<file path="config.mk">
export PLATFORM = sky130hd
export DESIGN_NAME = odh_level
export DESIGN_NICKNAME = d
export VERILOG_FILES = /design/src/rtl/odh_pkg.sv /design/src/rtl/odh_level.sv
export SDC_FILE = /design/constraint.sdc
export NUM_CORES = 1
export LEC_CHECK = 0
export ABC_AREA = 1
export CORE_MARGIN = 2
export CORE_UTILIZATION = 51
export CTS_CLUSTER_DIAMETER = 200
export CTS_CLUSTER_SIZE = 12
export DETAILED_ROUTE_END_ITERATION = 10
export DONT_BUFFER_PORTS = 1
export HOLD_SLACK_MARGIN = 0.08
export PLACE_DENSITY = 0.67
export SYNTH_ARGS = -nofsm -noshare
export SYNTH_HDL_FRONTEND = slang
export SYNTH_SLANG_ARGS = --single-unit
</file>
<file path="constraint.sdc">
create_clock -name clock -period 8.7 [get_ports clock]
set_input_delay 0.87 -clock clock [delete_from_list [all_inputs] [get_ports clock]]
set_output_delay 0.87 -clock clock [all_outputs]
set_load 0.01 [all_outputs]
</file>
<file path="src/rtl/odh_pkg.sv">
// package for the ordered dither halftone block: constants, types, helpers
// no dependencies
`timescale 1ns / 1ps
package odh_pkg;
   localparam int MAX_BLOCK  = 4;
   localparam int MAX_WIDTH  = 1024;
   localparam int MAX_HEIGHT = 1024;
   localparam int BS_CAP     = (MAX_BLOCK < 4) ? MAX_BLOCK : 4;
   localparam int POS_W      = $clog2(MAX_WIDTH > MAX_HEIGHT ? MAX_WIDTH : MAX_HEIGHT);
   localparam int ADDR_W     = $clog2(MAX_WIDTH);
   localparam int SUM_W      = 12;

   // floor(v / 3) as (v * 683) >> 11, exact for every v below 1024
   localparam int RECIP3     = 683;
   localparam int RECIP3_SH  = 11;
   localparam int PROD_W     = POS_W + 10;

   typedef enum logic [2:0] {
      CSR_WIDTH = 3'd0, CSR_HEIGHT = 3'd1, CSR_BSIZE = 3'd2, CSR_MODE = 3'd3,
      CSR_THR0 = 3'd4, CSR_THR1 = 3'd5, CSR_THR2 = 3'd6, CSR_THR3 = 3'd7
   } csr_idx_type;

   typedef enum logic [1:0] {
      MODE_DITHER = 2'd0, MODE_ENLARGE = 2'd1, MODE_BLOCK = 2'd2, MODE_NONE = 2'd3
   } mode_type;

   typedef enum logic [2:0] {
      ST_CLEAR, ST_IDLE, ST_READ, ST_LEVEL, ST_EMIT
   } state_type;

   // line store command from control to memory
   typedef struct packed {
      logic              wr_en;
      logic [ADDR_W-1:0] wr_addr;
      logic [SUM_W-1:0]  wr_data;
      logic [ADDR_W-1:0] rd_addr;
   } mem_cmd_type;
endpackage

</file>
<file path="src/rtl/odh_level.sv">
// level unit: floor((s*(n+1)-c)/(255*c)) by restoring division, one bit a cycle
// depends on odh_pkg
`timescale 1ns / 1ps
module odh_level import odh_pkg::*; (
   input  logic             clock,
   input  logic             reset,
   input  logic             start,
   input  logic [SUM_W-1:0] sum,
   input  logic [4:0]       count,
   input  logic [4:0]       n,
   output logic             busy,
   output logic [4:0]       level
);
   // quotient never exceeds n, so five bits suffice
   localparam int NUM_W = 18;
   localparam int DEN_W = 13;
   logic [NUM_W-1:0] rem_ff, rem_in;
   logic [DEN_W-1:0] den_ff, den_in;
   logic [4:0]       q_ff, q_in;
   logic [2:0]       cnt_ff, cnt_in;
   logic             busy_ff, busy_in;
   logic [NUM_W-1:0] trial;

   always_comb begin
      rem_in = rem_ff;
      den_in = den_ff;
      q_in = q_ff;
      cnt_in = cnt_ff;
      busy_in = busy_ff;
      trial = '0;
      if (start) begin
         if (sum == '0) begin
            rem_in = '0;
         end else begin
            rem_in = NUM_W'(sum) * NUM_W'({1'b0, n} + 6'd1) - NUM_W'(count);
         end
         den_in = DEN_W'(count) * DEN_W'(255);
         q_in = '0;
         cnt_in = 3'd4;
         busy_in = 1'b1;
      end else if (busy_ff) begin
         trial = NUM_W'(den_ff) << cnt_ff;
         if (rem_ff >= trial) begin
            rem_in = rem_ff - trial;
            q_in = q_ff | (5'd1 << cnt_ff);
         end
         if (cnt_ff == 3'd0) begin
            busy_in = 1'b0;
         end else begin
            cnt_in = cnt_ff - 3'd1;
         end
      end
   end

   always_ff @(posedge clock) begin
      if (reset) begin
         busy_ff <= 1'b0;
      end else begin
         busy_ff <= busy_in;
      end
      rem_ff <= rem_in;
      den_ff <= den_in;
      q_ff <= q_in;
      cnt_ff <= cnt_in;
   end
   assign busy = busy_ff;
   assign level = q_ff;
endmodule

</file>
# After elaboration in Yosys (flattened, before gate mapping)
# Cells that the tools add are included.
classes:
  n_addsub: 4
  order_cmp: 1
  mul: 2
  bitwise: 2
  muxes: 7
  shift: 2
  reduce_logical: 7
ops:
  columns: ["op", "n"]
  rows:
  - ["two-way mux 18 bit", 4]
  - [">= comparator 18 bit", 1]
  - ["multiplier 12 x 6 -> 18 bit", 1]
  - ["<< shifter 13 x 3 -> 18 bit", 1]
  - ["subtractor 18 bit", 1]
  - ["subtractor 18 x 5 -> 18 bit", 1]
  - ["multiplier 5 x 8 -> 13 bit, second input constant", 1]
  - ["zero test 12 bit", 1]
  - ["adder 5 x 1 -> 6 bit, second input constant", 1]
  - ["AND reduction 2 bit", 3]
  - ["OR 5 bit", 1]
  - ["<< shifter 1 x 3 -> 5 bit, first input constant", 1]
  - ["nonzero test 2 bit", 2]
  - ["zero test 3 bit", 1]
  - ["two-way mux 1 bit", 3]
  - ["subtractor 3 x 1 -> 3 bit, second input constant", 1]
  - ["inverter 1 bit", 1]
totals:
  word_cells: 30
  regBits: 40
  inputBits: 25

# Logic depth before layout (Yosys ltp)
# Gate-level depths: netlist (run 1).
depth:
  depth_word: 5
  depth_mapped: 24
  depth_no_buf: 23

# Worst setup path after synthesis (run 1)
# Ideal clock, no wire load.
synth_timing:
  path_type: "input port to flip-flop"
  startpoint: "input n[0]"
  endpoint: "register rem_ff[10] (data pin)"
  path_buffers: 0
  slack_ns: 3.629
  path_stages: 18
  arrival_time_ns: 4.818
  path_cell_list: "ha_1 > xor2_1 > clkinv_1 > nor2_1 > fa_1 > fa_1 > fa_1 > inv_1 > fa_1 > inv_1 > ha_1 > nand2_1 > inv_1 > a21oi_1 > nand3_1 > or2_1 > nand3_1 > nand2_1"
synth_via:
  elab_chain_len: 5
synth_rtl:
  columns: ["element", "line_no", "text"]
  rows:
  - ["start, declared", "odh_level.sv:10", "input logic [4:0] n,"]
  - ["adder 5 x 1 -> 6 bit", "odh_level.sv:35", "rem_in = NUM_W'(sum) * NUM_W'({1'b0, n} + 6'd1) - NUM_W'(count);"]
  - ["multiplier 12 x 6 -> 18 bit", "odh_level.sv:35", null]
  - ["subtractor 18 x 5 -> 18 bit", "odh_level.sv:35", null]
  - ["two-way mux 18 bit", "odh_level.sv:32", "if (sum == '0) begin"]
  - ["two-way mux 18 bit", "odh_level.sv:31", "if (start) begin"]
  - ["named net rem_in[10]", "odh_level.sv:17", "logic [NUM_W-1:0] rem_ff, rem_in;"]
  - ["end signal, assigned", "odh_level.sv:61", "rem_ff <= rem_in;"]
  - ["end, declared", "odh_level.sv:17", null]
# The timed path passes the listed nets, and every way through them passes these cells.
# A chain may end at the register's enable or synchronous reset.

# Worst setup path after layout (run 1)
layout_timing:
  startpoint: "input n[0]"
  endpoint: "register rem_ff[13] (data pin)"
# Same word-level chain as after synthesis.

==> results.txt, run 1 <==
Post-synthesis async set-or-reset flop share - 0
Comb pwr share - 0.749
Postcts setup bufs - 0
Crit path max fanout - 10
CP Launch Type - input pin
Max_cap viols - 0
Hold/Removal Path Class - reg2reg
CTS clk-pin slew, worst paths - 70 ps
Number of synthesized flops with an enable pin - 31
Main synth FF type - edfxtp_1
GRT Util Overall - 0.206
Initial DRT Pass Iterations - 7
# IOs - 31
ANT cells - 0
#FFs+latches synth - 40
Post-route cell area - 7110 µm²
Htree depth - 2
Cells after Synth - 959
Max Clk Rate - 192 MHz
Final wirelength - 14.3 mm
Slew Limit Fails - 0
Die ar. - 14200 µm²
Vias in the first global route - 5201
# setup viols final - 0
Post-cts gate resize count - 0
Critical Path RT - 8730 ps
Worst R2R End - rem_ff[17]
Peak VDD IR - 0.130 mV
Hold Path End - level[1]
Switching pwr - 1.20 mW
Tightest Pin Transition - 810 ps
Largest area contributor in the netlist - ha_1
P per Cell Area - 323 nW/µm²
Gpl congestion - 0.905
FF-to-FF setup slack - 4900 ps
CTS sink cnt - 40
Setup TNS - 0 ps
Starting density of the core - 0.518
Pint - 1.09 mW
Avg Inst Size Synth - 7.07 µm²
Unique masters post-synth - 38
Synth-to-layout area growth - 4.87%
First-pass GRT wire length - 24.2 mm
Worst Reg-to-Reg Cells - 15
Clock power share - 0.094
Routed via count - 5700
Die width - 119 µm
Hold Fails Final Rpt - 0
Unrepaired setup endpoints after global routing - no
DR vias/cell - 5.05
Layout cell share with drive strength beyond 1 - 0.0326
Core Rows - 42
Worst Setup End Kind - flop
Switching share of power - 0.524
Syn_nets - 1131
Crit path from - n[0]
Initial DRC count - 330
Routed Antenna Nets - 0
Slew headroom - 0.458
CTS Buf Count - 5
Hold Path Depth - 2
Filler cell count in the final layout - 1277
Final #Nets - 1123
Root Buffer - clkbuf_16
Layout Skew - 7.37 ps
DRC - 0
CTS tree - yes
Die H - 119 µm
Final min period - 5200 ps
Core area - 13100 µm²
Crit path kind - in2reg
Status - finished clean
Port bufs - 0
Ranking of synthesized cells by area - ha_1, fa_1, nand2_1, edfxtp_1, inv_1
Post-DP HPWL - 12.1 mm
CTS Buffer Depth - 2
HP Start - level[1]
Sequential share of power - 0.157
Placed Area - 6940 µm²
Synth Warn # - 0
Maximum number of pins on one net before global-route repair - 25
DR WL/cell - 12.6 µm
Antenna violations before repair - 0
Pleak - 3.78 nW
Worst reg2reg startpoint - cnt_ff[0]
Yosys top cell area share - 0.170
Fin crit share - 0.597
Clk Latency, worst-skew pair - 290 ps
Worst path arrival time - 5220 ps
Hold buffer count at CTS - 0
Sequential-to-total area share from yosys stat - 0.164
Total gr overflow - 0
Syn Std Cell Area - 6780 µm²
==> through the flow <==
stage | setup slack [ps] | util | instances | hold WS [ps] | power, mW
finish | 3500 | 0.543 | 1128 | 487 | 2.29
global route | 3160 | 0.543 | 1128 | 504 | 2.59
CTS | 3520 | 0.543 | 1128 | 491 | 2.29
detailed placement | 3210 | 0.530 | 1120 | 482 | 2.07
global placement | 3320 | 0.530 | 1120 | 476 | 2.05
floorplan | 3630 | - | 959 | 474 | 1.72
==> flip-flops by register name, indices dropped and copies added, names as in the netlist <==
signal / cells
busy: 1
cnt_ff: 3
den_ff: 13
level: 5
rem_ff: 18
==> final cells by class <==
class                           count  area (µm²)  share of cell area
Tap cell                          176         220              0.0310
Clock buffer                        5         125              0.0176
Clock inverter                      3        46.3             0.00651
Sequential cell                    40        1110               0.156
Multi-Input combinational cell    709        4870               0.686
Inverter                          195         732               0.103
==> per-layer routing <==
layer	global-route usage	wire (µm)
met5	0	0
met4	0.0544	289
met3	0.0163	667
met2	0.331	6340
met1	0.300	6960
==> critical path, stage by stage <==
cell	delay [ps]
ha_1	210
xor2_1	220
clkinv_1	320
nor2_1	230
fa_1	460
fa_1	470
fa_1	540
inv_1	50
fa_1	530
inv_1	40
ha_1	350
a21oi_1	220
o21a_1	150
nand2_1	110
a21oi_1	200
nand2_1	70
nand3_1	80
nand2_1	70
==> power by group through the flow <==
stage                     combinational [mW]  clock, mW  sequential [mW]
final                                   1.72      0.216            0.359
after global routing                    2.00      0.223            0.366
after CTS                               1.72      0.217            0.358
after detailed placement                1.71          0            0.362
after global placement                  1.69          0            0.362
after floorplan                         1.38          0            0.342
==> cells by family after synthesis <==
logic type,synth area share
simple gates,0.260
buf+inv,0.117
fa+ha+maj,0.332
compound gates,0.100
flops,0.164
xor+xnor,0.0258
mux,0.00148
==> cell usage in the layout, fill, tap and decap left out, types with 2 or more instances in the layout <==
cell type    n
dfxtp_1      9
o21a_1       4
fa_1        55
o21ai_2      3
nor2_4       2
a31oi_1      3
nor3_1       6
ha_1        92
xnor2_1      7
a21o_1       7
nand3b_1     5
nor2_1      68
xor2_1      13
inv_2        6
edfxtp_1    31
nor2_2       4
clkbuf_16    5
o21ai_1      4
or2_1        2
o21ai_0     38
a21oi_1     43
nand2_1    258
o22ai_1      5
nand4_1      6
inv_1      187
o21bai_1     8
nand2_2      4
nand3_1     64
clkinv_1     2
==> synth_stat cells (all sizes together), types with 5 or more instances <==
| cell type | number |
|---|---|
| dfxtp | 9 |
| clkbuf | 11 |
| a21oi | 44 |
| xnor2 | 7 |
| o21ai | 45 |
| nor2 | 74 |
| nand2 | 262 |
| nand3 | 64 |
| nand3b | 5 |
| o21bai | 8 |
| nand4 | 7 |
| a21o | 7 |
| nor3 | 6 |
| o22ai | 5 |
| fa | 55 |
| ha | 92 |
| xor2 | 13 |
| edfxtp | 31 |
| inv | 193 |
==> worst max-delay path by stage <==
stage | endpoint
after floorplan | rem_ff[10]
after global placement | rem_ff[16]
after detailed placement | rem_ff[13]
after CTS | rem_ff[13]
after global routing | rem_ff[16]
final | rem_ff[13]
(Power assumes the default switching activity.)
==> run 2: changes to the inputs <==
--- a/config.mk
+++ b/config.mk
@@ -5,7 +5,7 @@
 export SDC_FILE = /design/constraint.sdc
 export NUM_CORES = 1
 export LEC_CHECK = 0
-export ABC_AREA = 1
+export ABC_AREA = 0
 export CORE_MARGIN = 2
 export CORE_UTILIZATION = 51
 export CTS_CLUSTER_DIAMETER = 200
==> constraint.sdc (replaced) <==
create_clock -name clock -period 5.3 [get_ports clock]
set_input_delay 0.53 -clock clock [delete_from_list [all_inputs] [get_ports clock]]
set_output_delay 0.53 -clock clock [all_outputs]
set_load 0.01 [all_outputs]
==> run 2 against run 1 <==
Against the previous run: clock power grew 37%; sequential share of layout area is 0.83 points higher; cell area fell by 5.0%; sequential power increased by 74%; count of clock-buffer cells in the layout rose by 2; worst hold slack worse by 180 ps; synthesized area down 5.1%; largest cell class unchanged; via count shrank 13%; power grew 70%.
==> results.txt, run 2 <==
Final wirelength - 14.1 mm (-1.1%)
Port bufs - 0 (unchanged)
Final min period - 4940 ps
CTS tree - yes
CTS clk-pin slew, worst paths - 60 ps (about the same)
Total gr overflow - 0 (unchanged)
Htree depth - 2 (unchanged)
Place WS - -85.7 ps (-3300 ps)
Vias in the first global route - 4927 (-5.3%)
Final Util - 0.542 (-0.00161)
Comb pwr share - 0.763 (+0.014)
Crit path from - n[0]
#FFs+latches synth - 40 (unchanged)
DR WL/cell - 16.1 µm (+27%)
Switching pwr - 1.92 mW (+59%)
Syn_nets - 883 (-22%)
FF-to-FF setup slack - 1520 ps (-3380 ps)
Maximum number of pins on one net before global-route repair - 37 (+48%)
Starting density of the core - 0.516 (-0.00186)
Pleak - 3.08 nW (-18%)
Die width - 116 µm (-2.5%)
Hold_ws - 306 ps (-181 ps)
Peak VDD IR - 0.229 mV (+76%)
ANT cells - 0 (unchanged)
CTS Buffer Depth - 2 (unchanged)
Cell with the most instances after synthesis - inv_1
Worst Setup End Kind - flop
Switching share of power - 0.492 (-0.0318)
Die ar. - 13500 µm² (-4.9%)
Tightest Pin Transition - 909 ps (+98.3 ps)
Die H - 116 µm (-2.5%)
Max_cap viols - 0 (unchanged)
Critical Path RT - 5310 ps (-3420 ps)
CP Launch Type - input pin
Cells after Synth - 711 (-26%)
CP endpoint - rem_ff[14]
Largest area contributor in the netlist - ha_1
Core Rows - 41 (-2.4%)
Root Buffer - clkbuf_16
Initial DRC count - 261 (-21%)
Placed Area - 6610 µm² (-4.8%)
Sequential share of power - 0.161 (+0.004)
Routed via count - 4982 (-13%)
Slew headroom - 0.393 (-0.0644)
Min setup slack post-route - 360 ps (-3140 ps)
Syn Std Cell Area - 6430 µm² (-5.1%)
Commonest cells post-synth - inv_1, ha_1, nand2_1
Clk Latency, worst-skew pair - 290 ps (about the same)
Pint - 1.97 mW (+81%)
Final #Nets - 875 (-22%)
Layout cell share with drive strength beyond 1 - 0.0469 (+0.0143)
Number of synthesized flops with an enable pin - 31 (unchanged)
Avg Inst Size Synth - 9.05 µm² (+28%)
Sequential-to-total area share from yosys stat - 0.173 (+0.00876)
Fin crit share - 0.932
# IOs - 31 (unchanged)
Hold/Removal Path Class - in2reg
Core area - 12500 µm² (-4.7%)
CTS sink cnt - 40 (unchanged)
Worst path arrival time - 4950 ps (-270 ps)
Most frequent cells in the layout - inv_1, ha_1, nand2_1, fa_1, edfxtp_1
CTS Buf Count - 5 (unchanged)
Post-synthesis async set-or-reset flop share - 0 (unchanged)
Commonest non-fill, non-tap cell in the layout - inv_1
Main synth FF type - edfxtp_1
Clock power share - 0.076 (-0.018)
Post-DP HPWL - 11.7 mm (-3.4%)
Slew Limit Fails - 0 (unchanged)
Worst Reg-to-Reg Cells - 12 (-3)
Status - finished clean
First-pass GRT wire length - 23.6 mm (-2.6%)
Worst reg2reg startpoint - cnt_ff[1]
Worst R2R End - rem_ff[15]
Crit path max fanout - 15 (+5)
Hold Fails Final Rpt - 0 (unchanged)
Largest register FFs - 18 (unchanged)
DRC - 0 (unchanged)
Synth-to-layout area growth - 4.94% (about the same)
Unique masters post-synth - 58 (+53%)
Post-route cell area - 6750 µm² (-5.0%)
Crit path kind - in2reg
GRT Util Overall - 0.219 (+0.0127)
Max Clk Rate - 202 MHz
Routed Antenna Nets - 0 (unchanged)
Top reg by flops - rem_ff
Ranking of synthesized cells by area - ha_1, fa_1, edfxtp_1, inv_1, nand2_1
Unrepaired setup endpoints after global routing - no
DR vias/cell - 5.69 (+13%)
Layout Skew - 7.31 ps (-0.0568 ps)
# setup viols final - 0 (unchanged)
Yosys top cell area share - 0.179 (+0.00908)
Antenna violations before repair - 0 (unchanged)
Setup TNS - 0 ps (unchanged)
Synth Warn # - 0 (unchanged)
Gpl congestion - 0.917 (+1.3%)
Tot Pwr - 3.89 mW (+70%)
DP Cell Count - 868 (-23%)
Final std cells w/o fill - 876 (-22%)
Postcts setup bufs - 0 (unchanged)
P per Cell Area - 576 nW/µm² (+79%)
Initial DRT Pass Iterations - 7 (unchanged)
[run 2: cell types whose count changed after synthesis, sizes merged, moves of 9 or more]
cell / delta
nand3: -45
nand2: -199
nor2b: +16
nand2b: +19
o21ai: -20
nor2: -46
xnor2: +16
mux2i: +16
inv: -94
and2: +24
a211oi: +9
a21oi: -13
[run 2: logic make-up after synthesis]
family | Yosys count | share of synthesized area
flip-flops | 40 | 0.173
AO/OA/AOI/OAI | 139 | 0.152
multiplexers | 23 | 0.0422
adder cells (fa/ha/maj) | 147 | 0.350
XOR/XNOR | 40 | 0.0544
buffers and inverters | 120 | 0.0708
AND/OR/NAND/NOR | 202 | 0.158
[run 2: area by class of cell]
class                   count  area (µm²)
clock buffers               7         133
clock inverters             1        5.00
fillers                  1130        5710
inverters                 100         375
multi-input cells         551        4880
flip-flops and latches     40        1110
well taps                 172         215
repair buffers              5        37.5
[run 2: critical path, cell delays in order]
cell	delay [ps]
ha_1	200
xor2_1	140
buf_4	170
and2_1	170
fa_1	520
fa_1	450
fa_1	550
inv_1	50
fa_1	520
inv_1	40
ha_1	370
a211oi_1	340
o221ai_1	180
a31o_2	260
a31oi_1	200
xor2_1	160
o22ai_1	90
[run 2: worst min path at each step]
stage                     startpoint        to  slack, ps  cells after the start
after global routing           reset      busy        300                      1
after CTS                      reset      busy        300                      1
after global placement      level[3]  level[3]        500                      1
after detailed placement    level[0]  level[0]        510                      1
final                          reset      busy        310                      1
after floorplan             level[1]  level[1]        490                      1
[run 2: per-layer routing]
metal / vias up / part of all wire / track usage
met5: - / 0 / 0
met4: 0 / 0.017 / 0.0540
met3: 15 / 0.044 / 0.0259
met2: 142 / 0.47 / 0.370
met1: 2381 / 0.46 / 0.300
li1: 2444 / - / -
[run 2: what timing repair did]
item / 4_1_cts / 5_1_grt
setup endpoints to repair: 0 / 6
hold buffers: 0 / 0
resized for setup: 0 / 1
[run 2: power by group through the flow]
stage | Clock, mW | Sequential (mW) | Combinational (mW)
2_1_floorplan | 0 | 0.586 | 2.34
3_3_place_gp | 0 | 0.627 | 2.85
3_5_place_dp | 0 | 0.630 | 2.92
4_1_cts | 0.299 | 0.624 | 2.95
5_1_grt | 0.309 | 0.640 | 3.33
6_report | 0.296 | 0.626 | 2.97
